$ cat config.mk
export PLATFORM = sky130hd
export DESIGN_NAME = planar_velocity_integrator_top
export DESIGN_NICKNAME = d
export VERILOG_FILES = /design/src/hw/rtl/pvi_pkg.sv /design/src/hw/rtl/pvi_lane.sv /design/src/hw/rtl/pvi_merge.sv /design/src/hw/rtl/planar_velocity_integrator_top.sv
export SDC_FILE = /design/constraint.sdc
export NUM_CORES = 2
export LEC_CHECK = 0
export BUFFER_PORTS_ARGS = -buffer_cell sky130_fd_sc_hd__buf_2
export CAP_MARGIN = 15
export CORE_UTILIZATION = 39
export CTS_BUF_LIST = sky130_fd_sc_hd__clkbuf_8 sky130_fd_sc_hd__clkbuf_16
export DETAILED_ROUTE_END_ITERATION = 12
export HOLD_SLACK_MARGIN = 0.1
export PLACE_DENSITY_LB_ADDON = 0.08
export SYNTH_ARGS = -nofsm -noshare
export SYNTH_HDL_FRONTEND = slang
export SYNTH_SLANG_ARGS = --single-unit
$ cat constraint.sdc
create_clock -name clk -period 15.4 [get_ports clk]
set_input_delay 1.54 -clock clk [delete_from_list [all_inputs] [get_ports clk]]
set_output_delay 1.54 -clock clk [all_outputs]
set_load 0.01 [all_outputs]
$ cat src/hw/rtl/pvi_pkg.sv
// Shared types, constants and the saturation helper for the planar velocity integrator.
// Used by pvi_lane, pvi_merge and planar_velocity_integrator_top.
package pvi_pkg;

	localparam int OP_W    = 33;
	localparam int MB_W    = 18;
	localparam int PROD_W  = 51;
	localparam int DT_FRAC   = 16;
	localparam int FRIC_FRAC = 16;

	localparam logic [16:0] FRIC_ONE   = 17'd65536;
	localparam logic [16:0] FRIC_RESET = 17'd64225;

	localparam logic signed [PROD_W-1:0] S32_MAX = $signed({{(PROD_W-31){1'b0}}, {31{1'b1}}});
	localparam logic signed [PROD_W-1:0] S32_MIN = $signed({{(PROD_W-31){1'b1}}, 31'h0});

	typedef enum logic [2:0] {
		CMD_UPDATE    = 3'd0,
		CMD_TRANSLATE = 3'd1,
		CMD_END_FRAME = 3'd2,
		CMD_ADD_ACCEL = 3'd3,
		CMD_SET_ACCEL = 3'd4,
		CMD_SET_VEL   = 3'd5
	} cmd_e;

	typedef enum logic [1:0] {
		REG_FRICTION = 2'd0,
		REG_CLAMP_EN = 2'd1,
		REG_MAX_X    = 2'd2,
		REG_MAX_Y    = 2'd3
	} cfg_idx_e;

	typedef enum logic [2:0] {
		ST_IDLE,
		ST_PRE,
		ST_MUL1,
		ST_RND,
		ST_ADD,
		ST_MUL2,
		ST_FIN,
		ST_DONE
	} state_e;

	typedef struct packed {
		logic [2:0]         command;
		logic [15:0]        delta_time;
		logic signed [31:0] operand_x;
		logic signed [31:0] operand_y;
		logic               write_x;
		logic               write_y;
	} in_item_t;

	typedef struct packed {
		logic signed [31:0] out_x;
		logic signed [31:0] out_y;
		logic               saturated;
	} out_item_t;

	typedef struct packed {
		state_e      st;
		logic        start;
		cmd_e        cmd;
		logic [15:0] dt;
		logic [16:0] fric;
		logic        clamp_en;
	} lane_ctrl_t;

	typedef struct packed {
		logic signed [31:0] value;
		logic               sat;
	} lane_res_t;

	// {overflow, value}
	function automatic logic [32:0] sat32(input logic signed [PROD_W-1:0] x);
		logic [32:0] r;
		if (x > S32_MAX)
			r = {1'b1, 1'b0, {31{1'b1}}};
		else if (x < S32_MIN)
			r = {1'b1, 1'b1, 31'h0};
		else
			r = {1'b0, x[31:0]};
		return r;
	endfunction

endpackage

$ cat src/hw/rtl/pvi_lane.sv
// One axis lane: holds that axis's velocity, prior velocity and acceleration and
// steps them through a shared multiply-round-saturate datapath. Depends on pvi_pkg.
module pvi_lane import pvi_pkg::*; #(
	parameter int FRAC_BITS = 16
) (
	input  logic               clk,
	input  logic               arst_n,
	input  lane_ctrl_t         ctrl,
	input  logic signed [31:0] operand,
	input  logic               wr,
	input  logic [30:0]        max_speed,
	output lane_res_t          res
);

	localparam logic [32:0] UNIT = 33'(1) << FRAC_BITS;

	logic signed [31:0]     v_q, vo_q, a_q, op_q, d_q, nv_q;
	logic signed [OP_W-1:0] opnd_q;
	logic signed [PROD_W-1:0] prod_q;
	logic                   sat_q;

	logic signed [OP_W-1:0]   ma;
	logic signed [MB_W-1:0]   mb;
	logic signed [PROD_W-1:0] mul_full, rnd, shifted, add_ext;
	logic signed [OP_W-1:0]   sum33;
	logic signed [31:0]       base;
	logic signed [31:0]       addend;
	logic [32:0]              s_out;
	logic [32:0]              mag;
	logic signed [31:0]       fin_v;
	logic                     clamp_hit;

	always_comb begin
		if (ctrl.st == ST_MUL2) begin
			ma  = OP_W'(nv_q);
			mb  = $signed({1'b0, ctrl.fric});
			rnd = PROD_W'(1) << (FRIC_FRAC - 1);
		end else begin
			ma  = opnd_q;
			mb  = $signed({2'b0, ctrl.dt});
			rnd = (ctrl.cmd == CMD_TRANSLATE) ? PROD_W'(1) << DT_FRAC
				: PROD_W'(1) << (DT_FRAC - 1);
		end
	end

	assign mul_full = ma * mb;

	// PRE adds the acceleration operand, ADD adds the rounded product
	always_comb begin
		if (ctrl.st == ST_PRE) begin
			base   = a_q;
			addend = op_q;
		end else begin
			base   = (ctrl.cmd == CMD_TRANSLATE) ? op_q : v_q;
			addend = d_q;
		end
		sum33   = OP_W'(base) + OP_W'(addend);
		add_ext = PROD_W'(sum33);
		if (ctrl.st == ST_RND && ctrl.cmd == CMD_TRANSLATE)
			shifted = prod_q >>> (DT_FRAC + 1);
		else if (ctrl.st == ST_RND)
			shifted = prod_q >>> DT_FRAC;
		else
			shifted = prod_q >>> FRIC_FRAC;
		if (ctrl.st == ST_PRE || ctrl.st == ST_ADD)
			s_out = sat32(add_ext);
		else
			s_out = sat32(shifted);
	end

	// damping result: small-speed zeroing first, then the speed limit
	always_comb begin
		mag       = s_out[31] ? (33'd0 - {1'b1, s_out[31:0]}) : {1'b0, s_out[31:0]};
		fin_v     = s_out[31:0];
		clamp_hit = 1'b0;
		if (mag < UNIT) begin
			fin_v = '0;
		end else if (ctrl.clamp_en && mag > {2'b0, max_speed}) begin
			clamp_hit = 1'b1;
			fin_v     = s_out[31] ? 32'(33'd0 - {2'b0, max_speed}) : {1'b0, max_speed};
		end
	end

	always_ff @(posedge clk or negedge arst_n) begin
		if (!arst_n) begin
			v_q   <= '0;
			vo_q  <= '0;
			a_q   <= '0;
			sat_q <= 1'b0;
		end else begin
			if (ctrl.start) begin
				sat_q <= 1'b0;
			end
			unique case (ctrl.st)
				ST_PRE: begin
					unique case (ctrl.cmd)
						CMD_END_FRAME: vo_q <= v_q;
						CMD_ADD_ACCEL: begin
							a_q   <= s_out[31:0];
							sat_q <= sat_q | s_out[32];
						end
						CMD_SET_ACCEL: if (wr) a_q <= op_q;
						CMD_SET_VEL:   v_q <= op_q;
						default: ;
					endcase
				end
				ST_RND: sat_q <= sat_q | s_out[32];
				ST_ADD: sat_q <= sat_q | s_out[32];
				ST_FIN: begin
					sat_q <= sat_q | s_out[32];
					v_q   <= fin_v;
					if (clamp_hit) a_q <= '0;
				end
				default: ;
			endcase
		end
	end

	always_ff @(posedge clk) begin
		if (ctrl.start) begin
			op_q <= operand;
		end
		if (ctrl.st == ST_PRE) begin
			opnd_q <= (ctrl.cmd == CMD_TRANSLATE) ? OP_W'(vo_q) + OP_W'(v_q) : OP_W'(a_q);
		end
		if (ctrl.st == ST_MUL1 || ctrl.st == ST_MUL2) begin
			prod_q <= mul_full + rnd;
		end
		if (ctrl.st == ST_RND) begin
			d_q <= s_out[31:0];
		end
		if (ctrl.st == ST_ADD) begin
			nv_q <= s_out[31:0];
		end
	end

	assign res.value = (ctrl.cmd == CMD_TRANSLATE) ? nv_q : v_q;
	assign res.sat   = sat_q;

endmodule

$ cat src/hw/rtl/pvi_merge.sv
// Output stage: merges the two lane results into one result transaction and
// holds it until taken. Depends on pvi_pkg.
module pvi_merge import pvi_pkg::*; (
	input  logic      clk,
	input  logic      arst_n,
	input  logic      load,
	input  lane_res_t lane_x,
	input  lane_res_t lane_y,
	output logic      free,
	output logic      result_valid,
	input  logic      result_ready,
	output out_item_t result
);

	logic      valid_q;
	out_item_t data_q;

	assign free         = !valid_q || result_ready;
	assign result_valid = valid_q;
	assign result       = data_q;

	always_ff @(posedge clk or negedge arst_n) begin
		if (!arst_n) begin
			valid_q <= 1'b0;
		end else if (load) begin
			valid_q <= 1'b1;
		end else if (result_ready) begin
			valid_q <= 1'b0;
		end
	end

	always_ff @(posedge clk) begin
		if (load) begin
			data_q.out_x     <= lane_x.value;
			data_q.out_y     <= lane_y.value;
			data_q.saturated <= lane_x.sat | lane_y.sat;
		end
	end

endmodule

$ cat src/hw/rtl/planar_velocity_integrator_top.sv
// 2-D velocity integrator: one lane per axis under a shared sequencer, plus the
// configuration registers and the output stage. Depends on pvi_pkg, pvi_lane, pvi_merge.
//
// One transaction in, one result out. Update velocity steps through PRE, MUL1, RND,
// ADD, MUL2 and FIN before DONE (two passes through each lane's multiplier, each
// followed by round and saturate); translate point steps through PRE, MUL1, RND and
// ADD before DONE (one multiplier pass plus the point add); the other commands go
// from PRE straight to DONE. A new transaction is accepted the cycle after the previous
// result is handed to the output register, which holds it until taken; while it is not
// taken the next result waits and no input is accepted.
// Configuration writes take effect at once and are expected only while idle.
module planar_velocity_integrator_top import pvi_pkg::*; #(
	parameter int FRAC_BITS = 16
) (
	input  logic        clk,
	input  logic        arst_n,
	input  logic        item_valid,
	output logic        item_ready,
	input  in_item_t    item,
	output logic        result_valid,
	input  logic        result_ready,
	output out_item_t   result,
	input  logic        cfg_we,
	input  logic [1:0]  cfg_index,
	input  logic [30:0] cfg_data
);

	state_e      state_q, state_d;
	cmd_e        cmd_q;
	logic [15:0] dt_q;
	logic        wx_q, wy_q;
	logic [16:0] fric_q;
	logic        clamp_q;
	logic [30:0] maxx_q, maxy_q;

	logic       start, load, free;
	lane_ctrl_t ctrl;
	lane_res_t  res_x, res_y;

	always_ff @(posedge clk or negedge arst_n) begin
		if (!arst_n) begin
			state_q <= ST_IDLE;
		end else begin
			state_q <= state_d;
		end
	end

	always_comb begin
		state_d    = state_q;
		item_ready = 1'b0;
		load       = 1'b0;
		unique case (state_q)
			ST_IDLE: begin
				item_ready = 1'b1;
				if (item_valid) state_d = ST_PRE;
			end
			ST_PRE: begin
				if (cmd_q == CMD_UPDATE || cmd_q == CMD_TRANSLATE)
					state_d = ST_MUL1;
				else
					state_d = ST_DONE;
			end
			ST_MUL1: state_d = ST_RND;
			ST_RND:  state_d = ST_ADD;
			ST_ADD:  state_d = (cmd_q == CMD_TRANSLATE) ? ST_DONE : ST_MUL2;
			ST_MUL2: state_d = ST_FIN;
			ST_FIN:  state_d = ST_DONE;
			ST_DONE: begin
				load = free;
				if (free) state_d = ST_IDLE;
			end
			default: state_d = ST_IDLE;
		endcase
	end

	assign start = item_valid && item_ready;

	always_ff @(posedge clk) begin
		if (start) begin
			cmd_q <= cmd_e'(item.command);
			dt_q  <= item.delta_time;
			wx_q  <= item.write_x;
			wy_q  <= item.write_y;
		end
	end

	always_ff @(posedge clk or negedge arst_n) begin
		if (!arst_n) begin
			fric_q  <= FRIC_RESET;
			clamp_q <= 1'b0;
			maxx_q  <= '0;
			maxy_q  <= '0;
		end else if (cfg_we) begin
			unique case (cfg_idx_e'(cfg_index))
				REG_FRICTION: fric_q  <= cfg_data[16:0];
				REG_CLAMP_EN: clamp_q <= cfg_data[0];
				REG_MAX_X:    maxx_q  <= cfg_data;
				REG_MAX_Y:    maxy_q  <= cfg_data;
				default: ;
			endcase
		end
	end

	always_comb begin
		ctrl.st       = state_q;
		ctrl.start    = start;
		ctrl.cmd      = cmd_q;
		ctrl.dt       = dt_q;
		ctrl.fric     = (fric_q > FRIC_ONE) ? FRIC_ONE : fric_q;
		ctrl.clamp_en = clamp_q;
	end

	pvi_lane #(.FRAC_BITS(FRAC_BITS)) u_lane_x (
		.clk       (clk),
		.arst_n    (arst_n),
		.ctrl      (ctrl),
		.operand   (item.operand_x),
		.wr        (wx_q),
		.max_speed (maxx_q),
		.res       (res_x)
	);

	pvi_lane #(.FRAC_BITS(FRAC_BITS)) u_lane_y (
		.clk       (clk),
		.arst_n    (arst_n),
		.ctrl      (ctrl),
		.operand   (item.operand_y),
		.wr        (wy_q),
		.max_speed (maxy_q),
		.res       (res_y)
	);

	pvi_merge u_merge (
		.clk          (clk),
		.arst_n       (arst_n),
		.load         (load),
		.lane_x       (res_x),
		.lane_y       (res_y),
		.free         (free),
		.result_valid (result_valid),
		.result_ready (result_ready),
		.result       (result)
	);

endmodule
==> run_results.csv <==
group,metric,value,unit
final_layout,drive_above_1_share,7.64,%
sta,hold_viol,0,
synthesis,async_reset_ff_share,40.2,%
synthesis,synth_top_area_share,27.1,%
final_layout,multi_input_area,53700,sq um
sta,relSlewSlack,15.5,%
sta,timing.final.crit_period,11.70,ns
synthesis,synthMuxAreaShare,3.01,%
floorplanning,coreArea,202000,sq um
worst_setup_path,critPathKind,"reg2reg",
clocking,post_cts_buffers,0,
final_layout,fin_area,85900,sq um
clocking,ctsHoldBuffers,0,
sta,setup_viol,0,
sta,worst_slack,3.70,ns
drt,drc,0,
clocking,cts_resized,0,
sta,fmax,0.0855,GHz
synthesis,synthSimpleGateAreaFrac,16.0,%
worst_setup_path,endpoint_kind,"register",
clocking,clockBufferDepth,3,
synthesis,synth_top_family_by_area,"adder cells",
drt,top_layer,"met4",
drt,routed-wl-met2,128000,um
worst_setup_path,startpoint_type,"register",
floorplanning,die_w,453,um
floorplanning,die_height,453,um
synthesis,synth-compound-area-share,10.2,%
drt,drtIter0Drc,5740,
floorplanning,num_rows,165,
final_layout,layout_commonest_cell,"nand2_1",
drt,route.met3.wl,21900,um
worst_setup_path,cp_common_cell,"nand2_1",
sta,finalMaxSlewViolations,0,
final_layout,seqCellArea,19400,sq um
drt,final_antenna_net_count,0,
placement,hpwl,234000,um
placement,io_buffers,189,
placement,place_ws,3.88,ns
synthesis,synth_largest_area_cell,"fa_1",
sta,fin_tns_setup,0,ns
synthesis,synth_edf_count,414,
sta,grt_setup_unrepaired,"false",
clocking,cts_tree,"built",
synthesis,synth_fp_nets,10502,
worst_setup_path,slowest_delay,1.02,ns
final_layout,nets,10483,
worst_setup_path,critical_path_required,15.92,ns
final_layout,layout_common_cells,"nand2_1 (1741), inv_1 (1336), fa_1 (1076), nor2_1 (710), ha_1 (494)",
synthesis,avgSynthCellArea,9.02,sq um
drt,dr.pass1.iters,7,
outcome,outcome,"complete, no violations",
final_layout,num-fill-cells,20150,
synthesis,synth_area,79400,sq um
sta,fin_crit_sh,76.0,%
synthesis,synth-xor-area-share,3.20,%
grt,grt_start_max_net_pins,122,
clocking,clk_pin_slew,0.06,ns
grt,grt_util_all_layers,29.1,%
drt,wl_met1,139000,um
synthesis,synthTopCellsByArea,"fa_1 (27%), edfxtp_1 (16%), dfrtp_1 (8.4%)",
clocking,clkLatencyLatePin,0.68,ns
worst_hold_path,hp-class,"reg2reg",
drt,routed_via_density,5.54,
clocking,h-tree-depth,3,
floorplanning,dieArea,205000,sq um
synthesis,yosysWarnings,0,
sta,tightestPinTransition,1.25,ns
synthesis,yosys.area_share.adder,34.9,%
placement,place_area,83300,sq um
drt,via_count,63850,
final_layout,area_delta_synth_final,8.17,%
clocking,cts_made_buffers,75,
worst_setup_path,slowest_stage,"a31oi_1",
synthesis,ys.flop_type,"edfxtp_1",
grt,grt_pass1_wl,440000,um
drt,routed_wl,298000,um
synthesis,ys_ff_latch,692,
synthesis,syn_inst,8809,
synthesis,ys_seq_area_share,24.4,%
placement,gp_congestion,0.955,
floorplanning,io-pin-count,190,
sta,finClkSkew,0.0303,ns
worst_setup_path,cp_max_fo,53,
drt,wire_per_inst,25.8,um
clocking,root_buffer,"clkbuf_16",
worst_setup_path,cp.arrival,12.22,ns
grt,antenna_found_initial,14,
floorplanning,initial_core_util,39.3,%
grt,grt_overflow_total,0,
synthesis,yosys.cell_types.count,100,
grt,grt_pass1_vias,64420,
clocking,cts.sinks,692,
run,max_cap_violations,0,
[cell type report]
| type | count | area share, % |
|---|---|---|
| Multi-Input combinational cell | 6381 | 62.5 |
| Inverter | 1327 | 5.81 |
| Sequential cell | 692 | 22.6 |
| Timing Repair Buffer | 313 | 2.21 |
| Clock inverter | 54 | 0.639 |
| Tap cell | 2672 | 3.89 |
| Clock buffer | 85 | 2.37 |
| Antenna cell | 6 | 0.0175 |
[per-stage QoR]
step	instances	hold WS [ns]	util, %
4_1_cts	11523	0.481	42.4
6_report	11530	0.484	42.5
3_3_place_gp	11384	0.456	41.2
2_1_floorplan	8809	0.439	-
3_5_place_dp	11384	0.466	41.2
5_1_grt	11525	0.522	42.5
[cell families (layout without fill, tap and decap cells)]
family	count (synthesis)	after routing
AO/OA/AOI/OAI	1259	1259
multiplexers	221	221
AND/OR/NAND/NOR	3040	3040
XOR/XNOR	290	290
buffers and inverters	1736	1779
other	0	6
adder cells (fa/ha/maj)	1571	1571
flip-flops	692	692
[critical path, delay by kind of cell (launching register included)]
| family | cells | cell delay (ns) |
|---|---|---|
| flops | 1 | 0.60 |
| simple gates | 18 | 3.98 |
| fa+ha+maj | 4 | 1.26 |
| buf+inv | 7 | 2.38 |
| xor+xnor | 1 | 0.16 |
| compound gates | 9 | 3.05 |
[metal layers]
metal,GRT usage [%],vias up
met5,0,-
met1,43.4,32652
met2,43.3,2428
met4,8.56,0
li1,-,28428
met3,4.48,342
[flip-flops by register name, indices dropped and copies added (netlist names), 3 cells and up]
name,cells
u_merge.result,65
u_lane_x.prod_q,35
u_lane_y.prod_q,35
u_lane_x.opnd_q,33
u_lane_y.opnd_q,33
u_lane_x.a_q,32
u_lane_x.d_q,32
u_lane_x.nv_q,32
u_lane_x.op_q,32
u_lane_x.v_q,32
u_lane_x.vo_q,32
u_lane_y.a_q,32
u_lane_y.d_q,32
u_lane_y.nv_q,32
u_lane_y.op_q,32
u_lane_y.v_q,32
u_lane_y.vo_q,32
maxx_q,31
maxy_q,31
fric_q,17
dt_q,16
cmd_q,3
state_q,3
[final timing paths]
kind                       slack (ns)  cells past startpoint                end           start
hold / removal                   0.48                      2     u_lane_y.sat_q  u_lane_y.sat_q
setup / recovery                 3.70                     39   u_lane_y.a_q[25]      state_q[1]
min in group asynchronous        0.91                      1  u_lane_y.vo_q[23]          arst_n
hold reg to reg                  0.48                      2     u_lane_y.sat_q  u_lane_y.sat_q
setup reg to reg                 3.70                     39   u_lane_y.a_q[25]      state_q[1]
max in group asynchronous       12.74                      2         fric_q[16]          arst_n
[synth_stat cells (142+ instances only)]
master,number
a21oi_1,301
clkbuf_1,331
dfrtp_1,268
edfxtp_1,414
fa_1,1076
ha_1,494
inv_1,1322
mux2_2,142
nand2_1,1746
nor2_1,716
nor3_1,152
o21ai_0,249
xnor2_1,217
Power is left out: the tool's default activity adds up to more than one toggle a clock period on the data nets, which glitch-free logic cannot reach.
